### config.mk
export PLATFORM = sky130hd
export DESIGN_NAME = nttfwd_ram
export DESIGN_NICKNAME = d
export VERILOG_FILES = /design/src/hdl/nttfwd_ram.sv
export SDC_FILE = /design/constraint.sdc
export NUM_CORES = 1
export LEC_CHECK = 0
export ABC_CLOCK_PERIOD_IN_PS = 3300
export BUFFER_PORTS_ARGS = -buffer_cell sky130_fd_sc_hd__buf_2
export CAP_MARGIN = 5
export CORE_AREA = 5 5 104 131
export DETAILED_ROUTE_END_ITERATION = 6
export DIE_AREA = 0 0 109 136
export PLACE_DENSITY_LB_ADDON = 0.08
export SKIP_LAST_GASP = 1
export SLEW_MARGIN = 0
export SYNTH_ARGS = -nofsm -noshare
export SYNTH_HDL_FRONTEND = slang
export SYNTH_SLANG_ARGS = --single-unit
### constraint.sdc
create_clock -name clock -period 3.3 [get_ports clock]
set_clock_uncertainty 0.1 [all_clocks]
set_input_delay 0.495 -clock clock [delete_from_list [all_inputs] [get_ports clock]]
set_output_delay 0.495 -clock clock [all_outputs]
set_load 0.005 [all_outputs]
### src/hdl/nttfwd_ram.sv
// generic simple dual port ram, one write port, one registered read port
// no dependencies
`timescale 1ns / 1ps

module nttfwd_ram #(
   parameter int WIDTH = 8,
   parameter int DEPTH = 16
) (
   input  logic                     clock,
   input  logic                     we,
   input  logic [$clog2(DEPTH)-1:0] waddr,
   input  logic [WIDTH-1:0]         wdata,
   input  logic [$clog2(DEPTH)-1:0] raddr,
   output logic [WIDTH-1:0]         rdata
);

   logic [WIDTH-1:0] mem [DEPTH];
   logic [WIDTH-1:0] rdata_ff;

   always_ff @(posedge clock) begin
      if (we) begin
         mem[waddr] <= wdata;
      end
      rdata_ff <= mem[raddr];
   end

   assign rdata = rdata_ff;

endmodule

Word-level counts from Yosys, hierarchy flattened
Memories as Yosys holds them, arrays and structs flattened. A register that Yosys moved wholly into a read port is not among the register bits.
Cells that the tools add are included.
Storage, ports and cells
  flip-flop bits (word level): 0
  bits in latches: 0
  bits in writable memories: 128
  bits in read-only memories: 0
  output and inout port bits: 8
  logic and storage cells: 3
  memories: 1
Operators by class
  $add $sub $neg: 0
  $mul: 0
  divide/modulo/power cells: 0
  order comparisons: 0
  equality and inequality tests: 0
  shift operators: 0
  multiplexer cells: 2
  bitwise operators: 0
  reduce and logical (&&, ||, !) cells: 0
Memories
  mem: words 16, width 8, read ports 1, clocked after memory_dff 1, write ports 1, line 17  | logic [WIDTH-1:0] mem [DEPTH];
Operators with widths (number)
  1-bit two-way mux: 2

Longest topological paths before layout
Gate-level depths: netlist of run 1.
  depth after elaboration: 2
  depth in mapped cells: 5

Worst setup path before layout of run 1
No wires, ideal clock.
  path type: input-to-reg
  start point: input waddr[2]
  end point: memory mem[0][0], enable pin
  setup time: 0.383 ns
  arrival: 1.605 ns
  data required time: 2.817 ns
  path slack: 1.212 ns
  stages on the path: 2
  path buffers: 0
  path through: or3b_2 nor3_1
RTL lines
  from (decl): line 11  | input logic [$clog2(DEPTH)-1:0] waddr,
  to (decl): line 17
Straight into the memory's write port.

==> impl_metrics.csv, run 1 <==
group,metric,value,unit
placed_design,place_hpwl,6630,µm
pwr,p_seq_frac,0.502,
final_layout,final_nets,301,
routing,via_count,2424,
global_routing,antenna_found_initial,0,
pwr,swShare,0.191,
synthesis,yosysMostFrequentCell,"edfxtp_1",
worst_setup_path,cp-end-kind,"flip-flop",
synthesis,syn_nets,247,
timing,finalSetupTns,0,ps
worst_setup_path,cp_data_arrival_time,2110,ps
worst_setup_path,cp_slowest_cell,"mux4_1",
pwr,p_int,3130,µW
final_layout,syn2layout_area_growth,18.7,%
pwr,total_power,3870,µW
hold_path,whs_endpoint,"mem[14][2]",
worst_setup_path,start_kind,"input port",
worst_setup_path,r2r_cells,3,
timing,worst_pin_slew,773,ps
routing,first_pass_iters,4,
worst_setup_path,max_stage_delay,570,ps
die,chipWidth,109,µm
synthesis,synth_enable_flop_cells,128,
synthesis,avgSynthCellArea,22.5,µm²
die,placementRows,46,
synthesis,synthArstFlopShare,0,
die,die_area,14800,µm²
global_routing,first_global_vias,2553,
routing,drc,0,
pwr,leakagePower,0.00208,µW
worst_setup_path,reg2reg_to,"rdata[5]",
die,core,12400,µm²
synthesis,ys_seq_area_frac,0.778,
worst_setup_path,regToRegSetupSlack,1810,ps
clock_tree,cts-hold-fix-buffers,0,
global_routing,grt.total_usage,0.155,
worst_setup_path,timing.rr.start,"mem[1][5]",
routing,viasPerCell,5.22,
synthesis,netlist_top_cells_count,"edfxtp_1 (128), mux4_2 (18), a22oi_1 (16), mux4_1 (14), nor2_1 (13)",
clock_tree,cts-root-buf,"clkbuf_16",
pwr,p_clk_frac,0.452,
timing,timing.final.hold_violations,0,
die,pin_count,26,
timing,min_period,1920,ps
global_routing,overflow,0,
timing,period_share,0.583,
synthesis,ys_types,19,
pwr,p_comb_frac,0.045,
pwr,power.density,633,nW/µm²
routing,wl_per_cell,22.3,µm
global_routing,grt_max_degree,33,
clock_tree,clk_pin_slew,60,ps
synthesis,syn_inst,229,
synthesis,synth_top_area_share,0.747,
hold_path,worst_hold_startpoint,"wdata[2]",
hold_path,hold_path_depth,1,
placed_design,place_congestion,0.715,
run_status,status,"finished clean",
final_layout,drive_gt1_frac,0.307,
die,start_util,0.416,
final_layout,postLayoutCoreUtil,0.494,
placed_design,place_area,5550,µm²
synthesis,ys_top_cells_by_area,"edfxtp_1 (75%), mux4_2 (7.9%), mux4_1 (7.1%)",
routing,postRouteAntennaNets,0,
placed_design,port_buffers,25,
final_layout,final_cell_area,6110,µm²
worst_setup_path,path_class,"in2reg",
global_routing,grt_pass1_wl,15600,µm
final_layout,fill_cells,1026,
timing,setup_ws,1380,ps
routing,drt_iter0_drc,133,
hold_path,holdCritPathClass,"in2reg",
pwr,ir_drop,0.418,mV
clock_tree,post_cts_buffers,0,
worst_setup_path,cp_data_required_time,3490,ps
synthesis,synth_top_area_cell,"edfxtp_1",
synthesis,yosys_warnings,0,
worst_setup_path,path_max_fanout,15,
flow_run,maxCapViolCount,0,
final_layout,diodes,0,
die,die_y,136,µm
timing,finalMaxSlewViolations,0,
clock_tree,cts_htree_levels,4,
pwr,p_sw,740,µW
clock_tree,clockBufferDepth,2,
clock_tree,cts_tree,"done",
timing,setup_viol_count_final,0,
synthesis,synth-seq-cells,136,
routing,finalWirelength,10400,µm
clock_tree,clock_sinks,136,
clock_tree,cts_buffers,17,
clock_tree,post_cts_resized,0,
timing,slew_headroom,0.483,
synthesis,synth_flop_cell,"edfxtp_1",
timing,clock.fmax,520,MHz
clock_tree,worstSkewPairLatency,410,ps
worst_setup_path,cp_top_family,"buffers and inverters",
worst_setup_path,path_cells,"buf_2 -> buf_4 -> mux4_1 -> a22oi_1 -> nand2_1",
worst_setup_path,cp_num_buf_inv,2,
timing,rsz0062_at_grt,"false",
synthesis,netlist_area,5150,µm²
placed_design,dp_slack,931,ps
## sequential cells by signal, indices dropped and copies added, names as in the netlist
| signal | cells |
|---|---|
| mem | 128 |
| rdata | 8 |
## per-layer routing
metal  vias up  GRT usage  part of all wire
met2        66      0.239              0.49
met3        14     0.0413             0.051
li1       1082          -                 -
met5         -          0                 0
met1      1262      0.205              0.44
met4         0     0.0716             0.019
## worst register-to-register path: stages, from the launching register on
cell and delay (ps):
edfxtp_1 350, mux4_1 500, a22oi_1 330, nand2_1 90
## area by class of cell
type                    instances  area (µm²)  share of cell area
multi-input cells              83        1060               0.173
well taps                     168         210              0.0344
clock buffers                  30         554              0.0907
repair buffers                 45         275              0.0450
flip-flops and latches        136        4000               0.655
clock inverters                 2        10.0             0.00164
## through the flow
| stage | hold slack [ps] | cells |
|---|---|---|
| after floorplan | 494 | 229 |
| after global placement | 551 | 432 |
| after detailed placement | 567 | 432 |
| after CTS | 361 | 464 |
| after global routing | 370 | 464 |
| final | 378 | 464 |
## how the worst max path moves through the flow
stage                            to  slack (ps)      from  cells after the start
after floorplan           mem[0][0]        1210  waddr[2]                      2
after global placement     rdata[3]         950  raddr[0]                      5
after detailed placement   rdata[3]         930  raddr[0]                      5
after CTS                  rdata[3]        1370  raddr[0]                      5
after global routing       rdata[2]        1260  raddr[0]                      5
final                      rdata[3]        1380  raddr[0]                      5
## cells by family after synthesis
group	Yosys count	synth area share
flip-flops	136	0.778
AO/OA/AOI/OAI	16	0.0233
multiplexers	32	0.150
AND/OR/NAND/NOR	35	0.0318
buffers and inverters	10	0.0168
## power by group through the flow
stage | logic (µW) | clock network [µW] | registers [µW]
finish | 175 | 1750 | 1940
global route | 193 | 1880 | 1950
floorplan | 98.0 | 0 | 1980
detailed placement | 181 | 0 | 1980
CTS | 181 | 1790 | 1940
global placement | 178 | 0 | 1980
## cell usage in the layout (no fill, tap or decap)
cell       instances
a22oi_1           16
and2_1             1
and2b_1            1
buf_2             25
buf_4             20
clkbuf_1           5
clkbuf_16         17
clkbuf_8           8
clkinv_2           2
dfxtp_1            8
edfxtp_1         128
mux4_1            14
mux4_2            18
nand2_1            9
nand2b_1           2
nand3_1            1
nand3b_1           2
nor2_1            13
nor2b_1            1
nor3_1             4
or3b_2             1
No activity file was read; power rests on OpenSTA's default activity.
==> run 2, diff against run 1 <==
--- a/config.mk
+++ b/config.mk
@@ -5,7 +5,7 @@
 export SDC_FILE = /design/constraint.sdc
 export NUM_CORES = 1
 export LEC_CHECK = 0
-export ABC_CLOCK_PERIOD_IN_PS = 3300
+export ABC_CLOCK_PERIOD_IN_PS = 1840
 export BUFFER_PORTS_ARGS = -buffer_cell sky130_fd_sc_hd__buf_2
 export CAP_MARGIN = 5
 export CORE_AREA = 5 5 104 131
==> constraint.sdc (replaced) <==
create_clock -name clock -period 1.84 [get_ports clock]
set_clock_uncertainty 0.1 [all_clocks]
set_input_delay 0.276 -clock clock [delete_from_list [all_inputs] [get_ports clock]]
set_output_delay 0.276 -clock clock [all_outputs]
set_load 0.005 [all_outputs]
==> run 2 against run 1 <==
Cell count unchanged. Register-to-register slack got worse by 1400 ps. Clock power increased by 77%. Die area unchanged. Combinational power increased by 86%. Critical path depth decreased by 2. Via count decreased by 0.70%. Sequential share of layout area decreased by 0.24 points. Critical path type is now reg2reg.
==> impl_metrics.csv, run 2 (same netlist as run 1, synthesis figures left out) <==
group,metric,value,unit
worst_setup_path,reg2reg_to,"rdata[4]",
final_layout,final_nets,301,
timing,finalMaxSlewViolations,0,
clock_tree,post_cts_resized,0,
timing,setup_viol_count_final,0,
clock_tree,cts_buffers,17,
timing,timing.final.hold_violations,0,
global_routing,grt.total_usage,0.153,
worst_setup_path,path_class,"reg2reg",
pwr,power.density,1130,nW/µm²
final_layout,largest_register_ff_count,128,
worst_setup_path,cp_data_required_time,2020,ps
final_layout,diodes,0,
placed_design,place_congestion,0.725,
final_layout,top_register,"mem",
worst_setup_path,path_cells,"mux4_1 -> a22oi_1 -> nand2_1",
routing,first_pass_iters,4,
clock_tree,cts-root-buf,"clkbuf_16",
worst_setup_path,cp-end-kind,"flip-flop",
timing,rsz0062_at_grt,"false",
hold_path,holdCritPathClass,"in2reg",
pwr,leakagePower,0.00208,µW
die,placementRows,46,
clock_tree,clk_pin_slew,50,ps
final_layout,drive_gt1_frac,0.304,
die,pin_count,26,
run_status,status,"finished clean",
worst_setup_path,timing.rr.start,"mem[9][4]",
global_routing,grt_pass1_wl,15600,µm
global_routing,overflow,0,
worst_setup_path,max_stage_delay,510,ps
die,start_util,0.416,
worst_setup_path,start_kind,"flip-flop",
worst_setup_path,path_max_fanout,1,
worst_setup_path,cp_data_arrival_time,1650,ps
pwr,ir_drop,0.581,mV
placed_design,port_buffers,25,
timing,clock.fmax,679,MHz
timing,setup_ws,368,ps
pwr,total_power,6910,µW
timing,slew_headroom,0.443,
routing,via_count,2407,
worst_setup_path,cp_top_family,"multiplexers",
hold_path,whs_endpoint,"mem[14][2]",
worst_setup_path,cp_slowest_cell,"mux4_1",
routing,wl_per_cell,22.2,µm
clock_tree,cts_tree,"done",
final_layout,fill_cells,1027,
routing,postRouteAntennaNets,0,
placed_design,place_hpwl,6620,µm
timing,min_period,1470,ps
worst_setup_path,r2r_cells,3,
die,chipWidth,109,µm
final_layout,syn2layout_area_growth,19.2,%
clock_tree,clockBufferDepth,2,
final_layout,final_common_cell,"edfxtp_1",
clock_tree,post_cts_buffers,0,
final_layout,layout_common_cells,"edfxtp_1 (128), buf_2 (25), mux4_2 (18)",
timing,worst_pin_slew,834,ps
routing,finalWirelength,10300,µm
global_routing,grt_max_degree,33,
clock_tree,clock_sinks,136,
global_routing,antenna_found_initial,0,
placed_design,dp_slack,-6.64,ps
die,die_y,136,µm
global_routing,first_global_vias,2550,
worst_setup_path,regToRegSetupSlack,370,ps
routing,drt_iter0_drc,126,
timing,period_share,0.800,
timing,worst_hold_slack,164,ps
worst_setup_path,cp_num_buf_inv,0,
clock_tree,cts_htree_levels,4,
hold_path,hold_path_depth,1,
die,die_area,14800,µm²
die,core,12400,µm²
routing,viasPerCell,5.19,
clock_tree,cts-hold-fix-buffers,0,
final_layout,postLayoutCoreUtil,0.496,
routing,drc,0,
flow_run,maxCapViolCount,0,
clock_tree,worstSkewPairLatency,400,ps
hold_path,worst_hold_startpoint,"wdata[2]",
## run 2: layout make-up
type / count / area (µm²) / share of cell area
Clock buffer: 19 / 433 / 0.0706
Clock inverter: 13 / 111 / 0.0182
Multi-Input combinational cell: 83 / 1060 / 0.173
Sequential cell: 136 / 4000 / 0.653
Tap cell: 168 / 210 / 0.0343
Timing Repair Buffer: 45 / 313 / 0.0510
## run 2: stage by stage
stage,TNS (ps),cell area [µm²],instances
finish,0,6130,464
global route,0,6130,464
CTS,0,6130,464
detailed placement,-6.64,5590,432
global placement,-1.20,5590,432
floorplan,0,5150,229
## run 2: worst max path at each step
stage | cells past startpoint | start | to
floorplan | 2 | waddr[2] | mem[3][0]
global placement | 5 | raddr[0] | rdata[3]
detailed placement | 5 | raddr[0] | rdata[2]
CTS | 3 | mem[9][4] | rdata[4]
global route | 3 | mem[10][2] | rdata[2]
finish | 3 | mem[9][4] | rdata[4]
## run 2: report_power, final
part           total (µW)  internal [µW]  switching (µW)
clock                3100           1950            1150
combinational         325            144             181
sequential           3490           3470            22.5
total                6910           5560            1350
## run 2: worst register-to-register path, delay by kind of cell (launching register included)
kind,cells,cell delay [ps]
simple gates,1,80
mux,1,510
flops,1,360
compound gates,1,300
## run 2: per-layer routing
layer	part of all wire	up-vias	track usage
met1	0.43	1254	0.199
met3	0.051	4	0.0485
met5	0	-	0
met4	0.0077	0	0.0463
li1	-	1080	-
met2	0.51	69	0.245
