`src/hdl/nttfwd_pkg.sv`:
```
// shared constants, codes and state types for the forward ntt block
// no dependencies
`timescale 1ns / 1ps

package nttfwd_pkg;

   localparam int MAX_POINTS_DEF = 4096;
   localparam int WORD_BITS_DEF  = 62;
   localparam int INDEX_BITS     = 12;
   localparam int KIND_BITS      = 2;
   localparam int SIZE_BITS      = 4;
   localparam int CSR_INDEX_BITS = 1;

   localparam logic [CSR_INDEX_BITS-1:0] CSR_MODULUS   = 1'b0;
   localparam logic [CSR_INDEX_BITS-1:0] CSR_SIZE_LOG2 = 1'b1;

   localparam logic [SIZE_BITS-1:0] SIZE_LOG2_RESET = 4'd12;

   typedef enum logic [KIND_BITS-1:0] {
      KIND_WR_TWIDDLE = 2'd0,
      KIND_WR_COEF    = 2'd1,
      KIND_RUN        = 2'd2,
      KIND_RD_COEF    = 2'd3
   } kind_type;

   typedef enum logic [2:0] {
      ST_IDLE,
      ST_READ,
      ST_LD_X,
      ST_LD_Y,
      ST_START,
      ST_BUSY,
      ST_WR_Y
   } ctl_state_type;

   typedef enum logic [2:0] {
      BF_IDLE,
      BF_RED_X,
      BF_RED_Y,
      BF_RED_W,
      BF_MUL_DBL,
      BF_MUL_ADD,
      BF_FIN
   } bf_phase_type;

endpackage

```
`src/hdl/nttfwd_bfly.sv`:
```
// iterative modular butterfly: reduces x, y, w mod q bit-serially, then
// shift-add multiply w*y mod q, then x+wy and x-wy mod q
// depends on nttfwd_pkg
`timescale 1ns / 1ps

module nttfwd_bfly #(
   parameter int WORD_BITS = nttfwd_pkg::WORD_BITS_DEF
) (
   input  logic                 clock,
   input  logic                 reset,
   input  logic                 start,
   input  logic [WORD_BITS-1:0] q,
   input  logic [WORD_BITS-1:0] x,
   input  logic [WORD_BITS-1:0] y,
   input  logic [WORD_BITS-1:0] w,
   output logic                 done,
   output logic [WORD_BITS-1:0] sum,
   output logic [WORD_BITS-1:0] diff
);

   localparam int KW = $clog2(WORD_BITS);
   localparam logic [KW-1:0] K_TOP = KW'(WORD_BITS - 1);

   nttfwd_pkg::bf_phase_type phase_ff, phase_in;
   logic [KW-1:0]        k_ff, k_in;
   logic [WORD_BITS-1:0] acc_ff, acc_in;
   logic [WORD_BITS-1:0] x_ff, x_in, y_ff, y_in, w_ff, w_in;
   logic [WORD_BITS-1:0] sum_ff, sum_in, diff_ff, diff_in;
   logic                 done_ff, done_in;

   logic                 step_bit;
   logic [WORD_BITS:0]   mod_t;
   logic [WORD_BITS:0]   mod_r;
   logic [WORD_BITS-1:0] mod_out;
   logic [WORD_BITS:0]   sum_t;
   logic                 last;

   always_comb begin
      case (phase_ff)
         nttfwd_pkg::BF_RED_X: step_bit = x_ff[k_ff];
         nttfwd_pkg::BF_RED_Y: step_bit = y_ff[k_ff];
         nttfwd_pkg::BF_RED_W: step_bit = w_ff[k_ff];
         default:              step_bit = 1'b0;
      endcase
      if (phase_ff == nttfwd_pkg::BF_MUL_ADD) begin
         mod_t = {1'b0, acc_ff} + {1'b0, y_ff};
      end else begin
         mod_t = {acc_ff, step_bit};
      end
      mod_r   = (mod_t >= {1'b0, q}) ? (mod_t - {1'b0, q}) : mod_t;
      mod_out = mod_r[WORD_BITS-1:0];
      sum_t   = {1'b0, x_ff} + {1'b0, acc_ff};
      last    = (k_ff == '0);
   end

   always_comb begin
      phase_in = phase_ff;
      k_in     = k_ff;
      acc_in   = acc_ff;
      x_in     = x_ff;
      y_in     = y_ff;
      w_in     = w_ff;
      sum_in   = sum_ff;
      diff_in  = diff_ff;
      done_in  = 1'b0;
      case (phase_ff)
         nttfwd_pkg::BF_IDLE: begin
            if (start) begin
               x_in     = x;
               y_in     = y;
               w_in     = w;
               acc_in   = '0;
               k_in     = K_TOP;
               phase_in = nttfwd_pkg::BF_RED_X;
            end
         end
         nttfwd_pkg::BF_RED_X, nttfwd_pkg::BF_RED_Y, nttfwd_pkg::BF_RED_W: begin
            acc_in = mod_out;
            if (last) begin
               acc_in = '0;
               k_in   = K_TOP;
               case (phase_ff)
                  nttfwd_pkg::BF_RED_X: begin
                     x_in     = mod_out;
                     phase_in = nttfwd_pkg::BF_RED_Y;
                  end
                  nttfwd_pkg::BF_RED_Y: begin
                     y_in     = mod_out;
                     phase_in = nttfwd_pkg::BF_RED_W;
                  end
                  default: begin
                     w_in     = mod_out;
                     phase_in = nttfwd_pkg::BF_MUL_DBL;
                  end
               endcase
            end else begin
               k_in = k_ff - 1'b1;
            end
         end
         nttfwd_pkg::BF_MUL_DBL: begin
            acc_in = mod_out;
            if (w_ff[k_ff]) begin
               phase_in = nttfwd_pkg::BF_MUL_ADD;
            end else if (last) begin
               phase_in = nttfwd_pkg::BF_FIN;
            end else begin
               k_in = k_ff - 1'b1;
            end
         end
         nttfwd_pkg::BF_MUL_ADD: begin
            acc_in = mod_out;
            if (last) begin
               phase_in = nttfwd_pkg::BF_FIN;
            end else begin
               k_in     = k_ff - 1'b1;
               phase_in = nttfwd_pkg::BF_MUL_DBL;
            end
         end
         nttfwd_pkg::BF_FIN: begin
            sum_in   = (sum_t >= {1'b0, q}) ? WORD_BITS'(sum_t - {1'b0, q})
                                            : sum_t[WORD_BITS-1:0];
            diff_in  = (x_ff >= acc_ff) ? (x_ff - acc_ff) : (x_ff - acc_ff + q);
            done_in  = 1'b1;
            phase_in = nttfwd_pkg::BF_IDLE;
         end
         default: phase_in = nttfwd_pkg::BF_IDLE;
      endcase
   end

   always_ff @(posedge clock) begin
      if (reset) begin
         phase_ff <= nttfwd_pkg::BF_IDLE;
         done_ff  <= 1'b0;
      end else begin
         phase_ff <= phase_in;
         done_ff  <= done_in;
      end
      k_ff    <= k_in;
      acc_ff  <= acc_in;
      x_ff    <= x_in;
      y_ff    <= y_in;
      w_ff    <= w_in;
      sum_ff  <= sum_in;
      diff_ff <= diff_in;
   end

   assign done = done_ff;
   assign sum  = sum_ff;
   assign diff = diff_ff;

endmodule

```
`config.mk`:
```
export PLATFORM = sky130hd
export DESIGN_NAME = nttfwd_bfly
export DESIGN_NICKNAME = d
export VERILOG_FILES = /design/src/hdl/nttfwd_pkg.sv /design/src/hdl/nttfwd_bfly.sv
export SDC_FILE = /design/constraint.sdc
export NUM_CORES = 2
export LEC_CHECK = 0
export ABC_AREA = 0
export BUFFER_PORTS_ARGS = -buffer_cell sky130_fd_sc_hd__buf_2
export CAP_MARGIN = 30
export CORE_MARGIN = 2
export CORE_UTILIZATION = 25
export DETAILED_ROUTE_END_ITERATION = 8
export PLACE_DENSITY = 0.37
export SLEW_MARGIN = 10
export SYNTH_ARGS = -nofsm -noshare
export SYNTH_HDL_FRONTEND = slang
export SYNTH_SLANG_ARGS = --single-unit
```
`constraint.sdc`:
```
create_clock -name clock -period 9.25 [get_ports clock]
set_input_delay 2.775 -clock clock [delete_from_list [all_inputs] [get_ports clock]]
set_output_delay 2.775 -clock clock [all_outputs]
set_load 0.05 [all_outputs]
```
; Word level (Yosys, flattened, before mapping)
; Index checks and enable logic that the tools add are counted.
[op_classes]
multipliers = 0
n_bitwise = 0
eq_ne = 13
div_mod_pow = 0
n_lt_le_gt_ge = 4
n_addsub = 7
muxes = 39
shifts = 0
reduce_logical = 14
[ops]
columns = operator, n
row1 = two-way mux 62 bit, 14
row2 = one-hot mux 62 bit (2 select lines), 3
row3 = one-hot mux 62 bit (3 select lines), 1
row4 = subtractor 62 bit, 3
row5 = adder 62 x 62 -> 63 bit, 2
row6 = >= comparator 63 x 62 -> 1 bit, 2
row7 = two-way mux 63 bit, 1
row8 = adder 62 bit, 1
row9 = >= comparator 62 bit, 1
row10 = two-way mux 6 bit, 4
row11 = one-hot mux 6 bit (4 select lines), 1
row12 = binary-select mux 1 bit (select 6 bit), 3
row13 = two-way mux 3 bit, 4
row14 = != test 2 bit (second input constant), 6
row15 = one-hot mux 3 bit (4 select lines), 1
row16 = AND reduction 4 bit, 3
row17 = == test 3 bit (second input constant), 3
row18 = less-than comparator 6 x 7 -> 1 bit (second input constant), 1
row19 = == test 3 x 2 -> 1 bit (second input constant), 2
row20 = logical NOT 6 bit, 1
row21 = one-hot mux 3 bit (2 select lines), 1
row22 = AND reduction 3 bit, 2
row23 = subtractor 6 x 1 -> 6 bit (second input constant), 1
row24 = two-way mux 1 bit, 4
row25 = 11 further kinds, 12
[word_totals]
output_inout_bits = 125
in_bits = 251
wordCells = 86
latch_bits = 0
reg_bits = 382
romBits = 0
mem_bits_rw = 0
n_memories = 0

; Longest topological paths before layout
[depth]
depth_word = 9
ltp_mapped = 30
ltp_nobuf = 26

; Worst setup path before layout
; OpenSTA, ideal clock, no wires.
[synth_path]
path_type = in2reg
startpoint = input start
endpoint = register k_ff[0], enable pin
required_time_ps = 8872
cell_stages = 3
path_slack_ps = 746
arrival_ps = 8126
setup_time_ps = 378
n_path_buf = 0
path_cell_list = nor2_1 -> a21boi_0 -> a21boi_0
[synth_between]
elab_chain_cells = 2
[synth_rtl]
columns = element, line_no
row1 = "start, declared", nttfwd_bfly.sv:11  ; input logic start,
row2 = != test 2 bit (no source line), n/a
row3 = AND reduction 3 bit (no source line), n/a
row4 = "end signal, assigned", nttfwd_bfly.sv:138  ; k_ff <= k_in;
row5 = "end, declared", nttfwd_bfly.sv:25  ; logic [KW-1:0] k_ff, k_in;
; No other way between the ends.
; A chain may end at the register's enable or synchronous reset.

; Final worst setup path
[layout_path]
startpoint = register acc_ff[1]
endpoint = register x_ff[38], data pin
[layout_between]
elab_chain_cells = 7
elab_cells_between_ends = 8
classes_between = add/sub (2) / order compare (1) / mux (5)
[layout_rtl]
columns = element, line_no
row1 = "start, declared", nttfwd_bfly.sv:26  ; logic [WORD_BITS-1:0] acc_ff, acc_in;
row2 = "start signal, assigned", nttfwd_bfly.sv:139  ; acc_ff <= acc_in;
row3 = adder 62 x 62 -> 63 bit, nttfwd_bfly.sv:46  ; mod_t = {1'b0, acc_ff} + {1'b0, y_ff};
row4 = two-way mux 63 bit (*), nttfwd_bfly.sv:45  ; if (phase_ff == nttfwd_pkg::BF_MUL_ADD) begin
row5 = subtractor 62 bit or >= comparator 63 x 62 -> 1 bit (tied branches), nttfwd_bfly.sv:50  ; mod_r = (mod_t >= {1'b0, q}) ? (mod_t - {1'b0, q}) : mod_t;
row6 = two-way mux 62 bit (*), nttfwd_bfly.sv:50
row7 = two-way mux 62 bit (*), nttfwd_bfly.sv:82  ; case (phase_ff)
row8 = two-way mux 62 bit (*), nttfwd_bfly.sv:79  ; if (last) begin
row9 = one-hot mux 62 bit (2 select lines) (*), nttfwd_bfly.sv:66  ; case (phase_ff)
row10 = net x_in[38], nttfwd_bfly.sv:27  ; logic [WORD_BITS-1:0] x_ff, x_in, y_ff, y_in, w_ff, w_in;
row11 = "end signal, assigned", nttfwd_bfly.sv:140  ; x_ff <= x_in;
row12 = "end, declared", nttfwd_bfly.sv:27
; The timed path passes the listed nets; every way through them passes the cells marked *. The select of a mux whose other input is x is not followed.

==> metrics.csv <==
metric,value,unit
wire per inst,25.8,um
Power Dens Cells,266,nW/um2
CP max FO,20,
drt pass-1 iters,6,
"FF+latch count, synth",382,
Max Freq,0.114,GHz
GRT Util Overall,0.220,
I/O pins,376,
final net count,5707,
Sink Count,382,
"top cells by count, synth","572 x a21oi_1, 515 x nor2_1, 437 x nand2_1, 378 x edfxtp_1, 374 x o21ai_0",
"Slew Viols, Final",0,
Die ar.,163000,um2
post-synthesis cell count,4841,
Final Cell Area,45700,um2
Fin. Hold Viols,0,
skew final,23.1,ps
ys flop type,edfxtp_1,
initial antenna violation count,12,
"Async S/R FF share, synth",0,
area share of the largest cell type after synthesis,0.285,
Leak,18.8,nW
crit path DAT,9160,ps
Placer Congestion,0.907,
CP bufs+invs,3,
area of placed instances,44000,um2
relative max-transition margin,0.298,
setup_tns,0,ps
max_cap viols,0,
most common cell in the netlist,a21oi_1,
number of enable flip-flop cells after synthesis,378,
ratio of cells with drive above 1 in the final layout,0.128,
CTS Buffer Depth,3,
Tcrit/Tclk final,0.950,
max incr delay on CP,780,ps
First DRT Iteration DRCs,3403,
maximum vdd drop,0.000160,V
Util after Layout,0.289,
die height,403,um
sequential area share after synthesis,0.287,
CTS tree,yes,
hpwl dp,155,mm
Avg Inst Size Synth,8.24,um2
filler instances,17200,
"CTS clk-pin slew, worst paths",60,ps
Die W,403,um
vias in the first global route,36800,
status,completed,
Core ar.,158000,um2
Starting Density,0.252,
"Power, Total",12.1,mW
largest area contributor in the synthesized netlist,edfxtp_1,
Post-route DRC,0,
most frequent CP cell,a21oi_1,
grt total ovfl,0,
Slew @ Worst Pin,1050,ps
CTS resizes,0,
warnings from Yosys,0,
Mapped Nets,5471,
number of H-tree levels,2,
unrepaired setup endpoints after global routing,no,
largest net degree at the start of global routing,147,
Setup Buffers After CTS,0,
CP Cell Sequence,inv_1 > fa_1 > nor2b_1 > o2111ai_1 > and4b_1 > o21a_1 > or4_1 > a21oi_1 > o2111ai_1 > a211oi_1 > nor3_1 > o31ai_2 > ha_1 > nand4_1 > nor3_1 > buf_4 > nand4_1 > o41ai_1 > a21oi_1 > o21a_1 > nand2_4 > buf_12 > mux2i_1 > a21oi_1,
Post-Route WL,186,mm
synthesized area,39900,um2
WS Path Type,flip-flop to flip-flop,
CP Launch Type,flip-flop,
Area contributors post-synth,"edfxtp_1 28%, ha_1 12%, a21oi_1 7.2%, xnor2_1 5.2%, nor2_1 4.8%",
fin crit period,8790,ps
Via Count,38200,
ANT nets after route,0,
crit-path leading delay family,compound AO/OA/AOI/OAI gates,
Cell variety after synth,88,
synthesis-to-layout area growth,14.7,%
# port buffers,375,
worst hold path type,flip-flop to flip-flop,
CP max stage cell,mux2i_1,
routed vias/inst,5.31,
Worst-Skew Late Latency,680,ps
total CTS buffers,51,
CP Capture Type,flip-flop,
# setup viols final,0,
wire length of the first global-routing pass,262,mm
CTS root buf,clkbuf_16,
hold slack,836,ps
CP Data Required Time,9630,ps
hold_buf cts,0,
std cell rows,146,
-- power breakdown --
part | total, mW | leakage, nW | switching (mW) | internal, mW
logic | 7.59 | 14.4 | 4.81 | 2.78
clock network | 2.08 | 0.825 | 0.900 | 1.18
registers | 2.48 | 3.63 | 0.196 | 2.29
total | 12.1 | 18.8 | 5.90 | 6.24
-- registers in the layout, indices dropped and copies added, names as in the netlist --
signal,flops
acc_ff,62
diff,62
sum,62
x_ff,62
done,1
w_ff,62
phase_ff,3
k_ff,6
y_ff,62
-- final timing paths --
path	startpoint	to	slack, ps	depth (start not counted)
worst max-delay path	acc_ff[1]	x_ff[38]	460	24
worst min-delay path	k_ff[5]	k_ff[5]	840	2
worst max register to register	acc_ff[1]	x_ff[38]	460	24
worst min register to register	k_ff[5]	k_ff[5]	840	2
-- worst reg2reg max path, stage by stage, from the launching register on --
cell and delay [ps]:
edfxtp_1 490, inv_1 220, fa_1 500, nor2b_1 190, o2111ai_1 150, and4b_1 270, o21a_1 280, or4_1 640
a21oi_1 380, o2111ai_1 330, a211oi_1 510, nor3_1 110, o31ai_2 420, ha_1 570, nand4_1 280, nor3_1 370
buf_4 210, nand4_1 170, o41ai_1 530, a21oi_1 180, o21a_1 180, nand2_4 300, buf_12 270, mux2i_1 790
a21oi_1 140
-- cell type report --
type | count | area, um2 | area share
clock inverters | 36 | 360 | 0.00788
inverters | 259 | 972 | 0.0213
repair buffers | 447 | 2520 | 0.0552
diodes | 6 | 15.0 | 0.000328
clock buffers | 60 | 1330 | 0.0291
flip-flops and latches | 382 | 11400 | 0.250
multi-input cells | 3936 | 26500 | 0.579
well taps | 2072 | 2590 | 0.0567
-- stage by stage --
stage | setup WS, ps | std cells
2_1_floorplan | 746 | 4841
3_3_place_gp | 481 | 7094
3_5_place_dp | 432 | 7095
4_1_cts | 414 | 7191
5_1_grt | 72.4 | 7197
6_report | 462 | 7198
-- per-layer routing --
layer / wire, um / up-vias / GRT usage
met2: 73500 / 1245 / 0.310
met3: 9960 / 170 / 0.0254
met5: 49 / - / 0
li1: - / 18200 / -
met4: 4870 / 8 / 0.0555
met1: 97500 / 18600 / 0.348
-- layout by cell type (no fill, tap or decap), drive strengths merged, types with 13 or more instances in the layout --
| cell | n |
|---|---|
| a2111oi | 13 |
| a211oi | 47 |
| a21boi | 19 |
| a21o | 196 |
| a21oi | 574 |
| a31oi | 54 |
| and2 | 23 |
| and3 | 49 |
| buf | 447 |
| clkbuf | 60 |
| clkinv | 26 |
| edfxtp | 378 |
| ha | 373 |
| inv | 261 |
| mux2 | 25 |
| mux2i | 43 |
| mux4 | 53 |
| nand2 | 438 |
| nand2b | 41 |
| nand3 | 91 |
| nand4 | 90 |
| nor2 | 515 |
| nor2b | 43 |
| nor3 | 77 |
| nor4 | 25 |
| o211ai | 26 |
| o21a | 78 |
| o21ai | 387 |
| o21bai | 74 |
| o31ai | 43 |
| or2 | 14 |
| or3 | 18 |
| xnor2 | 237 |
| xor2 | 94 |
-- logic make-up after synthesis --
family	Yosys count	synth area share
compound gates	1654	0.257
simple gates	1451	0.164
buf+inv	523	0.0509
flops	382	0.287
fa+ha+maj	379	0.120
xor+xnor	331	0.0727
mux	121	0.0478
No activity file was read; power rests on OpenSTA's default activity.
